[src/rtl/mandelbrot_escape_time_macros.svh]
// Assertion macros shared by the escape-time block.
`ifndef MANDELBROT_ESCAPE_TIME_MACROS_SVH
`define MANDELBROT_ESCAPE_TIME_MACROS_SVH

// Same-cycle implication, disabled during reset.
`define MBE_ASSERT_NOW(label, clk, rst, ante, cons) \
   label: assert property (@(posedge clk) disable iff (rst) (ante) |-> (cons)) \
      else $error("mbe: same-cycle check failed");

// Next-cycle implication, disabled during reset.
`define MBE_ASSERT_NEXT(label, clk, rst, ante, cons) \
   label: assert property (@(posedge clk) disable iff (rst) (ante) |=> (cons)) \
      else $error("mbe: next-cycle check failed");

`endif

[src/rtl/mbe_pkg.sv]
// Shared widths, register indexes and sequencer states of the escape-time block.
`timescale 1ns / 1ps

package mbe_pkg;

   localparam int unsigned COORD_W    = 32;
   localparam int unsigned COUNT_W    = 16;
   localparam int unsigned PEN_W      = 5;
   localparam int unsigned ESC_W      = 7;
   localparam int unsigned CSR_IDX_W  = 2;
   localparam int unsigned CSR_DATA_W = 16;

   typedef enum logic [CSR_IDX_W-1:0] {
      CSR_ITER_LIMIT = 2'd0,
      CSR_ESC_LIMIT  = 2'd1
   } csr_index_type;

   typedef enum logic [2:0] {
      ST_IDLE,
      ST_SQ_X,
      ST_SQ_Y,
      ST_SQ_XY,
      ST_UPDATE,
      ST_FINISH
   } mbe_state_type;

endpackage

[src/rtl/mbe_channel_if.sv]
// Valid/ready channel interfaces for point beats and result beats.
`timescale 1ns / 1ps

interface mbe_req_if
   import mbe_pkg::*;
();
   logic                      valid;
   logic                      ready;
   logic signed [COORD_W-1:0] point_real;
   logic signed [COORD_W-1:0] point_imag;

   modport source (output valid, output point_real, output point_imag, input ready);
   modport sink   (input valid, input point_real, input point_imag, output ready);
endinterface

interface mbe_rsp_if
   import mbe_pkg::*;
();
   logic               valid;
   logic               ready;
   logic [COUNT_W-1:0] iteration_count;
   logic               inside_set;
   logic [PEN_W-1:0]   pen_index;

   modport source (output valid, output iteration_count, output inside_set,
                   output pen_index, input ready);
   modport sink   (input valid, input iteration_count, input inside_set,
                   input pen_index, output ready);
endinterface

[src/rtl/mandelbrot_escape_time.sv]
// Escape-time evaluator for one complex point, on one shared 32x32 multiplier.
`timescale 1ns / 1ps
//
//  channel   direction  handshake          beat contents
//  --------  ---------  -----------------  ------------------------------------------
//  req_chan  in         valid / ready      point_real, point_imag (signed Q8.24)
//  rsp_chan  out        valid / ready      iteration_count, inside_set, pen_index
//  csr_*     in         csr_wr_en only     csr_index (0 limit, 1 escape), csr_wdata
//
//  Each iteration steps through x*x, y*y, x*y on the one multiplier, then the update.
//  A point that stays inside runs N such rounds from accept to result, N the limit
//  (none for a zero limit); a point that escapes after N updates runs one round more, the
//  last round being the failed escape test. Either may then wait for the result register to drain.
//  Reset (synchronous, active high) empties the sequencer and the result register and
//  loads the limits with 50 and 16.
//  req_chan is ready only while the sequencer is idle; a result left untaken holds in
//  the output register and does not stop the next point being accepted.
`include "mandelbrot_escape_time_macros.svh"

module mandelbrot_escape_time
   import mbe_pkg::*;
#(
   parameter int unsigned PEN_BITS = 5
) (
   input  logic                  clock,
   input  logic                  reset,
   input  logic                  csr_wr_en,
   input  logic [CSR_IDX_W-1:0]  csr_index,
   input  logic [CSR_DATA_W-1:0] csr_wdata,
   mbe_req_if.sink               req_chan,
   mbe_rsp_if.source             rsp_chan
);

   // Configuration registers
   logic [COUNT_W-1:0] iter_limit_ff;
   logic [ESC_W-1:0]   esc_limit_ff;

   // Sequencer and datapath registers
   mbe_state_type             state_ff, state_in;
   logic signed [COORD_W-1:0] cr_ff, cr_in;
   logic signed [COORD_W-1:0] ci_ff, ci_in;
   logic signed [COORD_W-1:0] x_ff, x_in;
   logic signed [COORD_W-1:0] y_ff, y_in;
   logic signed [63:0]        xx_ff, xx_in;
   logic signed [63:0]        yy_ff, yy_in;
   logic signed [63:0]        xy_ff, xy_in;
   logic signed [39:0]        dsh_ff, dsh_in;
   logic                      esc_ff, esc_in;
   logic [COUNT_W-1:0]        k_ff, k_in;
   logic                      inside_ff, inside_in;

   // Result register
   logic               rsp_valid_ff, rsp_valid_in;
   logic [COUNT_W-1:0] rsp_count_ff, rsp_count_in;
   logic               rsp_inside_ff, rsp_inside_in;
   logic [PEN_W-1:0]   rsp_pen_ff, rsp_pen_in;

   // Shared multiplier
   logic signed [COORD_W-1:0] mul_a, mul_b;
   logic signed [63:0]        prod;

   // Combinational helpers
   logic [64:0]        mag;
   logic [64:0]        bound;
   logic signed [63:0] diff;
   logic signed [41:0] nx_sum, ny_sum;
   logic [COUNT_W-1:0] k_next;
   logic [PEN_W-1:0]   pen_raw;
   logic               rsp_free;

   // Clamp a 42-bit sum to the signed 32-bit range.
   function automatic logic signed [COORD_W-1:0] sat32(input logic signed [41:0] v);
      logic all_same;
      all_same = (v[41:31] == {11{v[41]}});
      if (all_same) begin
         return v[31:0];
      end else if (v[41]) begin
         return {1'b1, {(COORD_W-1){1'b0}}};
      end else begin
         return {1'b0, {(COORD_W-1){1'b1}}};
      end
   endfunction

   // Configuration writes; indexes beyond the list are dropped.
   always_ff @(posedge clock) begin
      if (reset) begin
         iter_limit_ff <= COUNT_W'(50);
         esc_limit_ff  <= ESC_W'(16);
      end else if (csr_wr_en) begin
         if (csr_index == CSR_ITER_LIMIT) begin
            iter_limit_ff <= csr_wdata[COUNT_W-1:0];
         end
         if (csr_index == CSR_ESC_LIMIT) begin
            esc_limit_ff <= csr_wdata[ESC_W-1:0];
         end
      end
   end

   // Multiplier: operands set by the sequencer step; the square steps register the product.
   assign prod = mul_a * mul_b;

   // Escape test on |z|^2 against limit << 48, both squares non-negative.
   assign mag   = {1'b0, xx_ff} + {1'b0, yy_ff};
   assign bound = {10'd0, esc_limit_ff, 48'd0};

   // Real update prepared in the x*y step, ahead of the update: floor((xx - yy) / 2^24).
   assign diff = xx_ff - yy_ff;

   // New z, each part floored, offset by c and clamped.
   assign nx_sum = {{2{dsh_ff[39]}}, dsh_ff} + {{10{cr_ff[COORD_W-1]}}, cr_ff};
   assign ny_sum = {xy_ff[63], xy_ff[63:23]} + {{10{ci_ff[COORD_W-1]}}, ci_ff};

   // k stays below the limit while iterating, so the increment cannot wrap.
   assign k_next = k_ff + COUNT_W'(1);

   // Pen: low PEN_BITS bits of the count, kept to the field width.
   always_comb begin
      for (int i = 0; i < PEN_W; i++) begin
         pen_raw[i] = (i < PEN_BITS) ? k_ff[i] : 1'b0;
      end
   end

   assign rsp_free = !rsp_valid_ff || rsp_chan.ready;

   // Sequencer: next state, multiplier steering and datapath loads.
   always_comb begin
      state_in      = state_ff;
      cr_in         = cr_ff;
      ci_in         = ci_ff;
      x_in          = x_ff;
      y_in          = y_ff;
      xx_in         = xx_ff;
      yy_in         = yy_ff;
      xy_in         = xy_ff;
      dsh_in        = dsh_ff;
      esc_in        = esc_ff;
      k_in          = k_ff;
      inside_in     = inside_ff;
      mul_a         = x_ff;
      mul_b         = x_ff;
      rsp_valid_in  = rsp_valid_ff && !rsp_chan.ready;
      rsp_count_in  = rsp_count_ff;
      rsp_inside_in = rsp_inside_ff;
      rsp_pen_in    = rsp_pen_ff;

      unique case (state_ff)
         ST_IDLE: begin
            if (req_chan.valid) begin
               cr_in     = req_chan.point_real;
               ci_in     = req_chan.point_imag;
               x_in      = req_chan.point_real;
               y_in      = req_chan.point_imag;
               k_in      = '0;
               inside_in = (iter_limit_ff == '0);
               state_in  = (iter_limit_ff == '0) ? ST_FINISH : ST_SQ_X;
            end
         end
         ST_SQ_X: begin
            mul_a    = x_ff;
            mul_b    = x_ff;
            xx_in    = prod;
            state_in = ST_SQ_Y;
         end
         ST_SQ_Y: begin
            mul_a    = y_ff;
            mul_b    = y_ff;
            yy_in    = prod;
            state_in = ST_SQ_XY;
         end
         ST_SQ_XY: begin
            mul_a    = x_ff;
            mul_b    = y_ff;
            xy_in    = prod;
            esc_in   = (mag > bound);
            dsh_in   = diff[63:24];
            state_in = ST_UPDATE;
         end
         ST_UPDATE: begin
            if (esc_ff) begin
               inside_in = 1'b0;
               state_in  = ST_FINISH;
            end else begin
               x_in = sat32(nx_sum);
               y_in = sat32(ny_sum);
               k_in = k_next;
               if (k_next == iter_limit_ff) begin
                  inside_in = 1'b1;
                  state_in  = ST_FINISH;
               end else begin
                  state_in = ST_SQ_X;
               end
            end
         end
         ST_FINISH: begin
            // Hold until the result register can take the beat.
            if (rsp_free) begin
               rsp_valid_in  = 1'b1;
               rsp_count_in  = k_ff;
               rsp_inside_in = inside_ff;
               rsp_pen_in    = inside_ff ? PEN_W'(1) : pen_raw;
               state_in      = ST_IDLE;
            end
         end
         default: begin
            state_in = ST_IDLE;
         end
      endcase
   end

   // Control registers
   always_ff @(posedge clock) begin
      if (reset) begin
         state_ff     <= ST_IDLE;
         rsp_valid_ff <= 1'b0;
      end else begin
         state_ff     <= state_in;
         rsp_valid_ff <= rsp_valid_in;
      end
   end

   // Payload registers
   always_ff @(posedge clock) begin
      cr_ff         <= cr_in;
      ci_ff         <= ci_in;
      x_ff          <= x_in;
      y_ff          <= y_in;
      xx_ff         <= xx_in;
      yy_ff         <= yy_in;
      xy_ff         <= xy_in;
      dsh_ff        <= dsh_in;
      esc_ff        <= esc_in;
      k_ff          <= k_in;
      inside_ff     <= inside_in;
      rsp_count_ff  <= rsp_count_in;
      rsp_inside_ff <= rsp_inside_in;
      rsp_pen_ff    <= rsp_pen_in;
   end

   assign req_chan.ready           = (state_ff == ST_IDLE);
   assign rsp_chan.valid           = rsp_valid_ff;
   assign rsp_chan.iteration_count = rsp_count_ff;
   assign rsp_chan.inside_set      = rsp_inside_ff;
   assign rsp_chan.pen_index       = rsp_pen_ff;

   // Checks
   `MBE_ASSERT_NEXT(a_finish_loads_rsp, clock, reset,
      (state_ff == ST_FINISH) && !rsp_valid_ff, rsp_valid_ff && (state_ff == ST_IDLE))
   `MBE_ASSERT_NEXT(a_escape_ends_loop, clock, reset,
      (state_ff == ST_UPDATE) && esc_ff, state_ff == ST_FINISH)
   `MBE_ASSERT_NOW(a_count_in_range, clock, reset,
      state_ff != ST_IDLE, k_ff <= iter_limit_ff)
   `MBE_ASSERT_NOW(a_inside_result, clock, reset, rsp_valid_ff && rsp_inside_ff,
      (rsp_count_ff == iter_limit_ff) && (rsp_pen_ff == PEN_W'(1)))

endmodule

[src/flat_wrapper.sv]
// flat-port wrapper written by rule: the top's interface ports become plain ports
module mandelbrot_escape_time_flat import mbe_pkg::*;
#(
   parameter int unsigned PEN_BITS = 5
)
  (clock, reset, csr_wr_en, csr_index, csr_wdata, req_chan_valid, req_chan_point_real, req_chan_point_imag, req_chan_ready, rsp_chan_valid, rsp_chan_iteration_count, rsp_chan_inside_set, rsp_chan_pen_index, rsp_chan_ready);
  mbe_req_if req_chan_i ();
  mbe_rsp_if rsp_chan_i ();
  input  logic clock;
  input  logic reset;
  input  logic csr_wr_en;
  input  logic [CSR_IDX_W-1:0] csr_index;
  input  logic [CSR_DATA_W-1:0] csr_wdata;
  input wire logic [$bits(req_chan_i.valid)-1:0] req_chan_valid;
  input wire logic [$bits(req_chan_i.point_real)-1:0] req_chan_point_real;
  input wire logic [$bits(req_chan_i.point_imag)-1:0] req_chan_point_imag;
  output wire logic [$bits(req_chan_i.ready)-1:0] req_chan_ready;
  output wire logic [$bits(rsp_chan_i.valid)-1:0] rsp_chan_valid;
  output wire logic [$bits(rsp_chan_i.iteration_count)-1:0] rsp_chan_iteration_count;
  output wire logic [$bits(rsp_chan_i.inside_set)-1:0] rsp_chan_inside_set;
  output wire logic [$bits(rsp_chan_i.pen_index)-1:0] rsp_chan_pen_index;
  input wire logic [$bits(rsp_chan_i.ready)-1:0] rsp_chan_ready;
  assign req_chan_i.valid = req_chan_valid;
  assign req_chan_i.point_real = req_chan_point_real;
  assign req_chan_i.point_imag = req_chan_point_imag;
  assign req_chan_ready = req_chan_i.ready;
  assign rsp_chan_valid = rsp_chan_i.valid;
  assign rsp_chan_iteration_count = rsp_chan_i.iteration_count;
  assign rsp_chan_inside_set = rsp_chan_i.inside_set;
  assign rsp_chan_pen_index = rsp_chan_i.pen_index;
  assign rsp_chan_i.ready = rsp_chan_ready;
  mandelbrot_escape_time #(.PEN_BITS(PEN_BITS)) u_core (.clock(clock), .reset(reset), .csr_wr_en(csr_wr_en), .csr_index(csr_index), .csr_wdata(csr_wdata), .req_chan(req_chan_i), .rsp_chan(rsp_chan_i));
endmodule
[config.mk]
export PLATFORM = sky130hd
export DESIGN_NAME = mandelbrot_escape_time_flat
export DESIGN_NICKNAME = d
export VERILOG_FILES = /design/src/rtl/mbe_pkg.sv /design/src/rtl/mbe_channel_if.sv /design/src/rtl/mandelbrot_escape_time.sv /design/src/flat_wrapper.sv
export VERILOG_INCLUDE_DIRS = /design/src /design/src/rtl
export SDC_FILE = /design/constraint.sdc
export NUM_CORES = 2
export LEC_CHECK = 0
export ABC_AREA = 1
export CELL_PAD_IN_SITES_DETAIL_PLACEMENT = 2
export CELL_PAD_IN_SITES_GLOBAL_PLACEMENT = 2
export CORE_MARGIN = 4
export CORE_UTILIZATION = 25
export DETAILED_ROUTE_END_ITERATION = 6
export DONT_BUFFER_PORTS = 1
export GPL_TIMING_DRIVEN = 0
export PLACE_DENSITY_LB_ADDON = 0.1
export SLEW_MARGIN = 10
export SYNTH_ARGS = -nofsm -noshare
export SYNTH_HDL_FRONTEND = slang
export SYNTH_SLANG_ARGS = --single-unit
[constraint.sdc]
create_clock -name clock -period 25.2 [get_ports clock]
set_input_delay 0 -clock clock [delete_from_list [all_inputs] [get_ports clock]]
set_output_delay 0 -clock clock [all_outputs]
set_load 0.005 [all_outputs]
==> impl_metrics.tcl <==
set metrics [dict create \
    finalCriticalPeriod_ps 13770 \
    place_ws_ps 11590 \
    rr_worst_depth 28 \
    cp-start-kind "flop" \
    r2r_start "u_core.state_ff[2]" \
    synthFlopType "edfxtp_1" \
    syn_inst 7700 \
    r2r_end "u_core.xy_ff[62]" \
    die_h_um 514 \
    ys_ff_latch 404 \
    grt_overflow 0 \
    hold_viol_final 0 \
    clock_sinks 404 \
    dr.pass1.iters 5 \
    drive_gt1_share_pct 2.86 \
    clock-root-buffer "clkbuf_16" \
    antenna_found_initial 63 \
    timing_worst_setup_path_type "flop to flop" \
    routedWlPerCell_um 29.0 \
    ctsHoldBuffers 107 \
    via_count 54800 \
    ys_async_sr_fraction_pct 0 \
    place.gp.congestion 0.909 \
    cts_resized 0 \
    slew_violations 0 \
    nets 9474 \
    min_path_type "input pin to flop" \
    coreArea_um2 254000 \
    ant_nets 0 \
    arrival_ps 14130 \
    grt_first_pass_wirelength_mm 461 \
    setup_viol 0 \
    finClkSkew_ps 37.0 \
    dieWidth_um 514 \
    yosys-top-cells-count "inv_1 (1685), nand2_1 (1350), fa_1 (1085), nor2_1 (1020), a21oi_1 (402)" \
    postCtsSetupBuffers 0 \
    portBuffers 0 \
    layoutNonFillerInstCount 11300 \
    syn_area_per_cell_um2 8.31 \
    cp_slowest_cell "fa_1" \
    clock_latency_ps 660 \
    yosys.area.top_type "fa_1" \
    area.growth.synth_to_final_pct 12.6 \
    yosysMostFrequentCell "inv_1" \
    worst-path-max-fanout 10 \
    synth_warnings 0 \
    rows 185 \
    grt_pass1_vias 60000 \
    post-place-cells 11100 \
    maxCapViolCount 1 \
    dieArea_um2 264000 \
    avgViaCountPerCell 4.84 \
    relSlewSlack_pct 0.215 \
    numCtsBuffers 52 \
    fin_setup_tns_ps 0 \
    cts_buffer_depth 3 \
    cts_tree "done" \
    clkTransAtPathRegs_ps 60 \
    ys_top_cells_by_area "fa_1 (34%), edfxtp_1 (18%), inv_1 (9.9%), nand2_1 (7.9%), ha_1 (7.8%)" \
    rsz0062_at_grt "no" \
    tightestPinTransition_ps 1490 \
    htreeDepth 2 \
    cp.required_ps 25560 \
    grt_start_max_net_pins 41 \
    drt_wl_total_mm 329 \
    synth.distinct_cells 56 \
    cp-endpoint "u_core.xy_ff[62]" \
    synth_top_area_share_pct 33.9 \
    crit_path_end_kind "flop" \
    synth_edf_count 377 \
    finalWorstSetupSlack_ps 11430 \
    drc 0 \
    status "finished with violations" \
    timing.final.crit_share_pct 54.6 \
    max_stage_delay_ps 1150 \
    max_freq_mhz 72.6 \
    path_common_cell "fa_1" \
    r2r_slack_ps 11430 \
    drt_iter0_markers 3746 \
    grt_usage_pct 24.7 \
    syn_nets 9272 \
    netlist_area_um2 64000 \
    ios 111 \
    yosysSeqAreaShare_pct 18.5 \
    violations "max-capacitance violations" \
    start_util_pct 25.2 \
    critPathLaunch "u_core.state_ff[2]" \
    dp_hpwl_mm 284 \
]
-- logic make-up (layout without fill, tap and decap cells) --
logic type,count (synthesis),after routing,share of synthesized area [%]
flip-flops,404,404,18.5
XOR/XNOR,243,243,3.36
AND/OR/NAND/NOR,2690,2690,16.7
buffers and inverters,1963,2207,11.6
adder cells (fa/ha/maj),1485,1485,41.8
other,0,25,0
AO/OA/AOI/OAI,915,915,8.04
-- routing by layer --
metal  GRT usage [%]  vias up  share of wire, %
met5               0        -             0.043
met4            6.61       22               3.1
met3            2.84      274               4.6
met2            39.1     1316                45
met1            35.5    29200                47
li1                -    24000                 -
-- final cells by class --
type | instances | area (um^2)
fillers | 29100 | 182000
multi-input cells | 5333 | 44900
flip-flops and latches | 404 | 11900
inverters | 1708 | 6410
well taps | 3366 | 4210
repair buffers | 148 | 1780
clock buffers | 56 | 1340
plain buffers | 255 | 1030
clock inverters | 40 | 484
diodes | 25 | 62.6
-- cell usage in the layout, fill, tap and decap left out, types with 17 or more instances in the layout --
cell type         n
o21bai_1         17
o21ai_1          27
diode_2          25
buf_2            20
nor2_1         1017
dfxtp_1          27
nand3_1         154
buf_8            17
clkbuf_16        53
nor4_1           17
o21ai_2          27
o21ai_0         219
a21o_1           22
xor2_1          172
nand4_1          69
o211ai_1         21
xnor2_1          69
o21a_1           28
nor3_1           47
ha_1            400
dlygate4sd3_1   107
fa_1           1084
clkinv_1         28
inv_1          1685
clkbuf_1        220
a21oi_1         397
nand2_1        1350
a31oi_1          74
edfxtp_1        377
-- metrics by stage --
step	util (%)	cell area (um^2)	hold slack, ps
after detailed placement	27.2	69100	73.0
after floorplan	-	64000	69.1
after global placement	26.8	68200	70.9
after CTS	28.3	72000	2.44
final	28.3	72100	52.3
after global routing	28.3	72000	7.49
-- worst max-delay path, delay by kind of cell, from the launching register on --
| family | cells | cell delay (ps) |
|---|---|---|
| adders and majority gates | 9 | 5510 |
| buffers and inverters | 9 | 3520 |
| AOI/OAI and AO/OA | 5 | 2440 |
| and+or+nand+nor | 4 | 790 |
| xor gates and xnor gates | 1 | 700 |
| DFF | 1 | 430 |
-- flip-flops by register name, indices dropped and copies added, names as in the netlist, 5 cells and up --
signal                           cells
u_core.ci_ff                        32
u_core.iter_limit_ff                16
u_core.xy_ff                        41
u_core.k_ff                         16
u_core.esc_limit_ff                  7
u_core.rsp_chan.pen_index            5
u_core.dsh_ff                       40
u_core.xx_ff                        64
u_core.x_ff                         32
u_core.cr_ff                        32
u_core.y_ff                         32
u_core.rsp_chan.iteration_count     16
u_core.yy_ff                        64
-- worst min-delay path by stage --
| stage | from | to | cells past startpoint |
|---|---|---|---|
| after floorplan | reset | u_core.rsp_chan.valid | 1 |
| after global placement | reset | u_core.rsp_chan.valid | 1 |
| after detailed placement | reset | u_core.rsp_chan.valid | 1 |
| after CTS | req_chan_point_real[18] | u_core.cr_ff[18] | 1 |
| after global routing | req_chan_point_real[18] | u_core.cr_ff[18] | 1 |
| final | req_chan_point_imag[24] | u_core.ci_ff[24] | 1 |
Power is left out: the tool's default activity adds up to more than one toggle a clock period on the data nets, which glitch-free logic cannot reach.
